### src/hpp_pkg.sv
// Shared types and constants of the Hanning power bit packer.
package hpp_pkg;

  localparam int WORD_W      = 64;
  localparam int BIN_W       = 16;
  localparam int SUM_W       = 19;
  localparam int PROD_W      = 34;
  localparam int MAG_W       = 28;
  localparam int SQ_W        = 2 * MAG_W;
  localparam int FRAC_SHIFT  = 48;
  localparam int PWR_W       = SQ_W + 1 - FRAC_SHIFT;
  localparam int RAW_SHIFT   = 16;
  localparam int SCALE_W     = 15;
  localparam logic [SCALE_W-1:0] HANN_SCALE = 15'd26755;
  localparam int QUEUE_AW    = 2;
  localparam int QUEUE_DEPTH = 1 << QUEUE_AW;

  typedef enum logic [0:0] {
    OP_RESTART = 1'b0,
    OP_BIN     = 1'b1
  } op_kind_t;

  typedef enum logic [2:0] {
    PRIME_IDLE  = 3'b001,
    PRIME_GUARD = 3'b010,
    PRIME_FULL  = 3'b100
  } prime_state_t;

  typedef struct packed {
    op_kind_t           kind;
    logic               last;
    logic               hann;
    logic [SUM_W-1:0]   opr_re;
    logic [SUM_W-1:0]   opr_im;
  } back_op_t;

endpackage

### src/hpp_front.sv
// Front end: accepts bins, tracks the window and spectrum state, issues back-end ops.
module hpp_front (
  input  logic                  clk,
  input  logic                  rst_n,
  input  logic                  cfg_wr_en,
  input  logic                  cfg_wr_data,
  input  logic                  in_valid,
  output logic                  in_stall,
  input  logic [15:0]           in_bin_real,
  input  logic [15:0]           in_bin_imag,
  input  logic                  in_spectrum_first,
  input  logic                  in_spectrum_last,
  output logic                  q_push,
  output hpp_pkg::back_op_t     q_push_data,
  input  logic                  q_full
);

  hpp_pkg::prime_state_t            prime_r, prime_nxt;
  logic                             hann_r;
  logic [hpp_pkg::BIN_W-1:0]        mid_re_r, mid_im_r, old_re_r, old_im_r;
  logic [hpp_pkg::BIN_W-1:0]        mid_re_nxt, mid_im_nxt, old_re_nxt, old_im_nxt;
  logic [hpp_pkg::SUM_W-1:0]        sum_re, sum_im;
  logic                             accept;

  assign in_stall = q_full;
  assign accept   = in_valid && !q_full;

  always_comb begin
    sum_re = {{2{mid_re_r[hpp_pkg::BIN_W-1]}}, mid_re_r, 1'b0}
           + {{3{old_re_r[hpp_pkg::BIN_W-1]}}, old_re_r}
           + {{3{in_bin_real[hpp_pkg::BIN_W-1]}}, in_bin_real};
    sum_im = {{2{mid_im_r[hpp_pkg::BIN_W-1]}}, mid_im_r, 1'b0}
           + {{3{old_im_r[hpp_pkg::BIN_W-1]}}, old_im_r}
           + {{3{in_bin_imag[hpp_pkg::BIN_W-1]}}, in_bin_imag};
  end

  always_comb begin
    prime_nxt  = prime_r;
    mid_re_nxt = mid_re_r;
    mid_im_nxt = mid_im_r;
    old_re_nxt = old_re_r;
    old_im_nxt = old_im_r;
    q_push     = 1'b0;
    q_push_data.kind   = hpp_pkg::OP_BIN;
    q_push_data.last   = in_spectrum_last;
    q_push_data.hann   = hann_r;
    q_push_data.opr_re = hann_r ? sum_re : {{3{mid_re_r[hpp_pkg::BIN_W-1]}}, mid_re_r};
    q_push_data.opr_im = hann_r ? sum_im : {{3{mid_im_r[hpp_pkg::BIN_W-1]}}, mid_im_r};
    if (accept) begin
      if (in_spectrum_first) begin
        mid_re_nxt = in_bin_real;
        mid_im_nxt = in_bin_imag;
        old_re_nxt = '0;
        old_im_nxt = '0;
        prime_nxt  = in_spectrum_last ? hpp_pkg::PRIME_IDLE : hpp_pkg::PRIME_GUARD;
        q_push     = 1'b1;
        q_push_data.kind = hpp_pkg::OP_RESTART;
      end else begin
        case (prime_r)
          hpp_pkg::PRIME_IDLE: begin
            prime_nxt = hpp_pkg::PRIME_IDLE;
          end
          hpp_pkg::PRIME_GUARD: begin
            old_re_nxt = mid_re_r;
            old_im_nxt = mid_im_r;
            mid_re_nxt = in_bin_real;
            mid_im_nxt = in_bin_imag;
            prime_nxt  = in_spectrum_last ? hpp_pkg::PRIME_IDLE : hpp_pkg::PRIME_FULL;
          end
          hpp_pkg::PRIME_FULL: begin
            old_re_nxt = mid_re_r;
            old_im_nxt = mid_im_r;
            mid_re_nxt = in_bin_real;
            mid_im_nxt = in_bin_imag;
            q_push     = 1'b1;
            if (in_spectrum_last) begin
              prime_nxt = hpp_pkg::PRIME_IDLE;
            end
          end
          default: begin
            prime_nxt = hpp_pkg::PRIME_IDLE;
          end
        endcase
      end
    end
  end

  always_ff @(posedge clk) begin
    if (!rst_n) begin
      prime_r <= hpp_pkg::PRIME_IDLE;
      hann_r  <= 1'b1;
    end else begin
      prime_r <= prime_nxt;
      if (cfg_wr_en) begin
        hann_r <= cfg_wr_data;
      end
    end
  end

  always_ff @(posedge clk) begin
    mid_re_r <= mid_re_nxt;
    mid_im_r <= mid_im_nxt;
    old_re_r <= old_re_nxt;
    old_im_r <= old_im_nxt;
  end

endmodule

### src/hpp_queue.sv
// Op queue between the front end and the power back end.
module hpp_queue (
  input  logic                  clk,
  input  logic                  rst_n,
  input  logic                  push,
  input  hpp_pkg::back_op_t     push_data,
  output logic                  full,
  input  logic                  pop,
  output hpp_pkg::back_op_t     head_data,
  output logic                  empty
);

  hpp_pkg::back_op_t                entry_r [hpp_pkg::QUEUE_DEPTH];
  logic [hpp_pkg::QUEUE_AW-1:0]     wr_ptr_r, rd_ptr_r;
  logic [hpp_pkg::QUEUE_AW:0]       count_r, count_nxt;

  assign full      = count_r == (hpp_pkg::QUEUE_AW+1)'(hpp_pkg::QUEUE_DEPTH);
  assign empty     = count_r == '0;
  assign head_data = entry_r[rd_ptr_r];

  always_comb begin
    count_nxt = count_r;
    if (push && !pop) begin
      count_nxt = count_r + 1'b1;
    end else if (pop && !push) begin
      count_nxt = count_r - 1'b1;
    end
  end

  always_ff @(posedge clk) begin
    if (!rst_n) begin
      wr_ptr_r <= '0;
      rd_ptr_r <= '0;
      count_r  <= '0;
    end else begin
      count_r <= count_nxt;
      if (push) begin
        wr_ptr_r <= wr_ptr_r + 1'b1;
      end
      if (pop) begin
        rd_ptr_r <= rd_ptr_r + 1'b1;
      end
    end
  end

  always_ff @(posedge clk) begin
    if (push) begin
      entry_r[wr_ptr_r] <= push_data;
    end
  end

endmodule

### src/hpp_back.sv
// Back end: scale, square, saturate and pack powers into output words.
module hpp_back #(
  parameter int BINS_PER_WORD = 32,
  parameter int BITS_PER_BIN  = 2
) (
  input  logic                       clk,
  input  logic                       rst_n,
  input  logic                       q_empty,
  input  hpp_pkg::back_op_t          q_head,
  output logic                       q_pop,
  output logic                       out_valid,
  input  logic                       out_stall,
  output logic [hpp_pkg::WORD_W-1:0] out_packed_word,
  output logic                       out_word_last
);

  localparam int POS_W = (BINS_PER_WORD > 1) ? $clog2(BINS_PER_WORD) : 1;
  localparam int SH_W  = $clog2(BINS_PER_WORD * BITS_PER_BIN + 1);
  localparam logic [BITS_PER_BIN-1:0] MAXV = {BITS_PER_BIN{1'b1}};

  logic                              adv;

  logic                              s1_valid_r;
  hpp_pkg::op_kind_t                 s1_kind_r;
  logic                              s1_last_r;
  logic [hpp_pkg::PROD_W-1:0]        s1_re_r, s1_im_r;
  logic [hpp_pkg::PROD_W-1:0]        p1_re, p1_im;

  logic                              s2_valid_r;
  hpp_pkg::op_kind_t                 s2_kind_r;
  logic                              s2_last_r;
  logic                              s2_sat_r;
  logic [hpp_pkg::SQ_W-1:0]          s2_sq_re_r, s2_sq_im_r;
  logic [hpp_pkg::PROD_W-1:0]        mag_re, mag_im;

  logic                              s3_valid_r;
  hpp_pkg::op_kind_t                 s3_kind_r;
  logic                              s3_last_r;
  logic [BITS_PER_BIN-1:0]           s3_pwr_r;
  logic [hpp_pkg::SQ_W:0]            sq_total;
  logic [hpp_pkg::PWR_W-1:0]         pwr_full;
  logic [BITS_PER_BIN-1:0]           pwr;

  logic [POS_W-1:0]                  pos_r, pos_nxt;
  logic [hpp_pkg::WORD_W-1:0]        accum_r, accum_nxt, word_fill;
  logic [POS_W:0]                    pos_inc;
  logic [SH_W-1:0]                   shift;
  logic                              emit;
  logic                              out_valid_r, out_valid_nxt;
  logic [hpp_pkg::WORD_W-1:0]        out_word_r;
  logic                              out_last_r;

  assign adv             = !out_valid_r || !out_stall;
  assign q_pop           = adv && !q_empty;
  assign out_valid       = out_valid_r;
  assign out_packed_word = out_word_r;
  assign out_word_last   = out_last_r;

  always_comb begin
    if (q_head.hann) begin
      p1_re = {{(hpp_pkg::PROD_W-hpp_pkg::SUM_W){q_head.opr_re[hpp_pkg::SUM_W-1]}},
               q_head.opr_re}
            * {{(hpp_pkg::PROD_W-hpp_pkg::SCALE_W){1'b0}}, hpp_pkg::HANN_SCALE};
      p1_im = {{(hpp_pkg::PROD_W-hpp_pkg::SUM_W){q_head.opr_im[hpp_pkg::SUM_W-1]}},
               q_head.opr_im}
            * {{(hpp_pkg::PROD_W-hpp_pkg::SCALE_W){1'b0}}, hpp_pkg::HANN_SCALE};
    end else begin
      p1_re = {{(hpp_pkg::PROD_W-hpp_pkg::BIN_W-hpp_pkg::RAW_SHIFT)
                {q_head.opr_re[hpp_pkg::BIN_W-1]}},
               q_head.opr_re[hpp_pkg::BIN_W-1:0], {hpp_pkg::RAW_SHIFT{1'b0}}};
      p1_im = {{(hpp_pkg::PROD_W-hpp_pkg::BIN_W-hpp_pkg::RAW_SHIFT)
                {q_head.opr_im[hpp_pkg::BIN_W-1]}},
               q_head.opr_im[hpp_pkg::BIN_W-1:0], {hpp_pkg::RAW_SHIFT{1'b0}}};
    end
  end

  always_comb begin
    mag_re = s1_re_r[hpp_pkg::PROD_W-1] ? (~s1_re_r + 1'b1) : s1_re_r;
    mag_im = s1_im_r[hpp_pkg::PROD_W-1] ? (~s1_im_r + 1'b1) : s1_im_r;
  end

  always_comb begin
    sq_total = {1'b0, s2_sq_re_r} + {1'b0, s2_sq_im_r};
    pwr_full = sq_total[hpp_pkg::SQ_W:hpp_pkg::FRAC_SHIFT];
    if (s2_sat_r || (pwr_full > hpp_pkg::PWR_W'(MAXV))) begin
      pwr = MAXV;
    end else begin
      pwr = pwr_full[BITS_PER_BIN-1:0];
    end
  end

  always_comb begin
    pos_inc   = {1'b0, pos_r} + 1'b1;
    shift     = SH_W'(pos_r) * SH_W'(BITS_PER_BIN);
    word_fill = accum_r
              | ({{(hpp_pkg::WORD_W-BITS_PER_BIN){1'b0}}, s3_pwr_r} << shift);
    emit      = 1'b0;
    pos_nxt   = pos_r;
    accum_nxt = accum_r;
    if (adv && s3_valid_r) begin
      case (s3_kind_r)
        hpp_pkg::OP_RESTART: begin
          pos_nxt   = '0;
          accum_nxt = '0;
        end
        hpp_pkg::OP_BIN: begin
          if (s3_last_r || (pos_inc == (POS_W+1)'(BINS_PER_WORD))) begin
            emit      = 1'b1;
            pos_nxt   = '0;
            accum_nxt = '0;
          end else begin
            pos_nxt   = pos_inc[POS_W-1:0];
            accum_nxt = word_fill;
          end
        end
        default: begin
          pos_nxt = pos_r;
        end
      endcase
    end
    out_valid_nxt = out_valid_r && out_stall;
    if (emit) begin
      out_valid_nxt = 1'b1;
    end
  end

  always_ff @(posedge clk) begin
    if (!rst_n) begin
      s1_valid_r  <= 1'b0;
      s2_valid_r  <= 1'b0;
      s3_valid_r  <= 1'b0;
      pos_r       <= '0;
      accum_r     <= '0;
      out_valid_r <= 1'b0;
    end else begin
      if (adv) begin
        s1_valid_r <= q_pop;
        s2_valid_r <= s1_valid_r;
        s3_valid_r <= s2_valid_r;
      end
      pos_r       <= pos_nxt;
      accum_r     <= accum_nxt;
      out_valid_r <= out_valid_nxt;
    end
  end

  always_ff @(posedge clk) begin
    if (adv) begin
      s1_kind_r  <= q_head.kind;
      s1_last_r  <= q_head.last;
      s1_re_r    <= p1_re;
      s1_im_r    <= p1_im;
      s2_kind_r  <= s1_kind_r;
      s2_last_r  <= s1_last_r;
      s2_sat_r   <= (|mag_re[hpp_pkg::PROD_W-1:hpp_pkg::MAG_W])
                 || (|mag_im[hpp_pkg::PROD_W-1:hpp_pkg::MAG_W]);
      s2_sq_re_r <= {{hpp_pkg::MAG_W{1'b0}}, mag_re[hpp_pkg::MAG_W-1:0]}
                  * {{hpp_pkg::MAG_W{1'b0}}, mag_re[hpp_pkg::MAG_W-1:0]};
      s2_sq_im_r <= {{hpp_pkg::MAG_W{1'b0}}, mag_im[hpp_pkg::MAG_W-1:0]}
                  * {{hpp_pkg::MAG_W{1'b0}}, mag_im[hpp_pkg::MAG_W-1:0]};
      s3_kind_r  <= s2_kind_r;
      s3_last_r  <= s2_last_r;
      s3_pwr_r   <= pwr;
    end
    if (emit) begin
      out_word_r <= word_fill;
      out_last_r <= s3_last_r;
    end
  end

endmodule

### src/hanning_power_two_bit_packer.sv
// Top level of the Hanning-windowed power bit packer.
//
//   channel  direction  handshake             payload
//   in       input      in_valid / in_stall   in_bin_real, in_bin_imag,
//                                             in_spectrum_first, in_spectrum_last
//   out      output     out_valid / out_stall out_packed_word, out_word_last
//   cfg      input      cfg_wr_en             cfg_wr_data (hanning enable)
//
// One bin is taken per cycle; in_stall rises only when the four-entry op queue is full.
// A word leaves once the bin that completes it has passed the op queue, the back end's
// three-stage scale/square/saturate pipeline and the packing output register.
// Reset is synchronous: it empties queue and pipeline and sets the hanning enable to 1.
// A stalled word freezes the whole back end; the front keeps taking bins until the queue fills.
module hanning_power_two_bit_packer #(
  parameter int BINS_PER_WORD = 32,
  parameter int BITS_PER_BIN  = 2
) (
  input  logic                       clk,
  input  logic                       rst_n,
  input  logic                       cfg_wr_en,
  input  logic                       cfg_wr_data,
  input  logic                       in_valid,
  output logic                       in_stall,
  input  logic [15:0]                in_bin_real,
  input  logic [15:0]                in_bin_imag,
  input  logic                       in_spectrum_first,
  input  logic                       in_spectrum_last,
  output logic                       out_valid,
  input  logic                       out_stall,
  output logic [hpp_pkg::WORD_W-1:0] out_packed_word,
  output logic                       out_word_last
);

  logic               q_push, q_full, q_pop, q_empty;
  hpp_pkg::back_op_t  q_push_data, q_head;

  hpp_front u_front (
    .clk               (clk),
    .rst_n             (rst_n),
    .cfg_wr_en         (cfg_wr_en),
    .cfg_wr_data       (cfg_wr_data),
    .in_valid          (in_valid),
    .in_stall          (in_stall),
    .in_bin_real       (in_bin_real),
    .in_bin_imag       (in_bin_imag),
    .in_spectrum_first (in_spectrum_first),
    .in_spectrum_last  (in_spectrum_last),
    .q_push            (q_push),
    .q_push_data       (q_push_data),
    .q_full            (q_full)
  );

  hpp_queue u_queue (
    .clk       (clk),
    .rst_n     (rst_n),
    .push      (q_push),
    .push_data (q_push_data),
    .full      (q_full),
    .pop       (q_pop),
    .head_data (q_head),
    .empty     (q_empty)
  );

  hpp_back #(
    .BINS_PER_WORD (BINS_PER_WORD),
    .BITS_PER_BIN  (BITS_PER_BIN)
  ) u_back (
    .clk             (clk),
    .rst_n           (rst_n),
    .q_empty         (q_empty),
    .q_head          (q_head),
    .q_pop           (q_pop),
    .out_valid       (out_valid),
    .out_stall       (out_stall),
    .out_packed_word (out_packed_word),
    .out_word_last   (out_word_last)
  );

endmodule

### config.mk
export PLATFORM = sky130hd
export DESIGN_NAME = hanning_power_two_bit_packer
export DESIGN_NICKNAME = d
export VERILOG_FILES = /design/src/hpp_pkg.sv /design/src/hpp_front.sv /design/src/hpp_queue.sv /design/src/hpp_back.sv /design/src/hanning_power_two_bit_packer.sv
export SDC_FILE = /design/constraint.sdc
export NUM_CORES = 2
export LEC_CHECK = 0
export BUFFER_PORTS_ARGS = -buffer_cell sky130_fd_sc_hd__buf_2
export CORE_MARGIN = 2
export CORE_UTILIZATION = 30
export DETAILED_ROUTE_END_ITERATION = 16
export SYNTH_ARGS = -nofsm -noshare
export SYNTH_HDL_FRONTEND = slang
export SYNTH_SLANG_ARGS = --single-unit
### constraint.sdc
create_clock -name clk -period 12.75 [get_ports clk]
set_input_delay 0 -clock clk [delete_from_list [all_inputs] [get_ports clk]]
set_output_delay 0 -clock clk [all_outputs]
set_load 0.02 [all_outputs]
==> run metrics <==
CP max stage delay 760 ps; core outline area 259900 um^2; Avg Inst Size Synth 9.901 um^2; Vias 54050; Initial Util 0.3021; fraction of registers with async set/reset 0; post-CTS sizing 0; RSZ-0062 raised after global routing false; GRT met3 Usage 0.02419; gr busiest metal met2; Setup CP Type reg -> reg; Row Count 187; RePlAce Congestion 0.9000; maximum clock skew at final layout 92.13 ps; cts hold-fix bufs 41; first drt pass iteration count 6; hold_sp in_bin_real[4]; Tot GR Track Use 0.1552; Period Utilization, post-route 0.8626; Seq/Total Area, Yosys 0.2047; WL per Instance 17.52 um; FF+latch count, synth 564; hold path depth 2; Vias per Instance 4.665; Worst Setup End Kind register; Max Buffers Root-to-Sink 3; DR iter-0 viols 3363; hold path endpoint u_front.mid_re_r[4]; total grt overflow 0; Max-cap violations 0; reg2reg end u_back.s2_sq_re_r[54]; area share of the largest cell type after synthesis 0.3386; largest net degree at the start of global routing 97; DRT antenna net count 0; Detailed Place HPWL 161400 um; Reg2Reg Launch Point u_back.s1_re_r[0]; min Tclk post-route 11000 ps; CP arrival 11440 ps; WP buf/inv 11; initial antenna violation count 5; Area contributors post-synth fa_1 (34%), edfxtp_1 (18%), ha_1 (12%); r2r worst-path depth 39; IO buf count 106; most frequent cell on the critical path inv_1; clk_lat worst skew 690 ps; Fin. Hold Viols 0; crit start category register; YS warnings 0; die height 515.6 um; area of the die 265800 um^2; Synth Flop Type edfxtp_1; count of unique library cells instantiated by Yosys 84; CTS buffer count 55; Post-Syn Instances 7930; Worst Hold Class in -> reg; outcome complete, no violations; commonest non-fill, non-tap cell in the layout inv_1; clock-pin slew on the worst setup and hold paths 70 ps; fin util 0.3308; io pins 107; crit path max fanout 17; vias in the first global route 58400; share of layout cells above drive strength 1 0.05518; chip width 515.6 um; Required @ worst endpoint 13190 ps; commonest non-fill, non-tap cells in the layout inv_1 (2029), fa_1 (1328), ha_1 (754), nand2_1 (622), nor2_1 (564); Fmax 0.09092 GHz; hold slack final 57.31 ps; cell area after synthesis 78520 um^2; htree depth 2; Detailed Route WL 203000 um; area leader, netlist fa_1; Setup-failing EPs final 0; reg-to-reg slack, setup 1750 ps; TNS Setup 0 ps; M2 GR Usage 0.2557; Slew Viols, Final 0; grt met1 use 0.2123; CTS tree built; slew margin rel. 0.2056; pin slew with the least headroom to its limit 1176 ps; area delta synth->final 9.515%; global-route wire length before repair 325000 um; fin nets 10160; Clock Sinks 564; Post-synth EDFFs 478; root buf cell clkbuf_16; CP delay by family, top adder cells; # DRC 0; syn nets 10050; Slowest-stage cell, CP clkinv_1; Post-CTS Setup Repair Bufs 0
state kept, by name, summed over array words and instances, names as in the netlist, 34 cells and up, named ones only:
| name | count |
|---|---|
| u_back.accum_r | 64 |
| u_back.s1_re_r | 34 |
| u_back.out_packed_word | 64 |
| u_back.s2_sq_im_r | 54 |
| u_back.s2_sq_re_r | 54 |
| u_queue.entry_r | 164 |
| u_back.s1_im_r | 34 |
layout make-up:
cell class,instances,area [um^2]
clock inverter,39,424.2
timing repair buffer,249,1707
inverter,2046,7680
antenna,7,17.52
multi-input combinational,5120,54240
fill,26380,174000
tap,3496,4374
clock buffer,65,1465
sequential,564,16080
synthesized netlist by cell type (all sizes together), types with 36 or more instances:
library cell and number:
nand3 66, mux4 38, fa 1328, edfxtp 478, dfxtp 86, xnor2 238
nor2 566, ha 754, nand2b 38, inv 2034, xor2 138, a21o 205
a21oi 294, o21bai 42, nor2b 74, mux2 36, clkbuf 179, o21ai 186
nand2 625, nor3 65
stage by stage:
step / cells / area, um^2 / worst slack, ps
after floorplan: 7930 / 78520 / 2638
after global placement: 11430 / 83670 / 1911
after detailed placement: 11430 / 83670 / 1966
after CTS: 11580 / 85970 / 1934
after global routing: 11580 / 85970 / 1364
final: 11590 / 85990 / 1751
worst max-delay path by stage:
stage,start,endpoint,slack (ps),cells past startpoint
final,u_back.s1_re_r[0],u_back.s2_sq_re_r[54],1750,39
after global routing,u_back.s1_re_r[0],u_back.s2_sq_re_r[54],1360,39
after CTS,u_back.s1_re_r[0],u_back.s2_sq_re_r[54],1930,39
after detailed placement,u_back.s1_re_r[0],u_back.s2_sq_re_r[54],1970,39
after global placement,u_back.s1_re_r[0],u_back.s2_sq_re_r[54],1910,38
after floorplan,u_back.s1_re_r[0],u_back.s2_sq_re_r[54],2640,40
kinds of logic (layout without fill, tap and decap cells):
| family | count (synthesis) | after routing | synth area share |
|---|---|---|---|
| buffers and inverters | 2246 | 2399 | 0.1076 |
| adder cells (fa/ha/maj) | 2084 | 2084 | 0.4590 |
| AND/OR/NAND/NOR | 1574 | 1574 | 0.08666 |
| AO/OA/AOI/OAI | 978 | 978 | 0.07937 |
| flip-flops | 564 | 564 | 0.2047 |
| XOR/XNOR | 376 | 376 | 0.04228 |
| multiplexers | 108 | 108 | 0.02040 |
| other | 0 | 7 | 0 |
layer usage:
| layer | wire, um | up-vias | part of all wire |
|---|---|---|---|
| met1 | 90320 | 27370 | 0.44 |
| met3 | 12620 | 269 | 0.062 |
| met4 | 5552 | 2 | 0.027 |
| met2 | 94480 | 1472 | 0.47 |
| met5 | 19 | - | 0.000094 |
| li1 | - | 24940 | - |
Power is left out: the tool's default activity adds up to more than one toggle a clock period on the data nets, which glitch-free logic cannot reach.
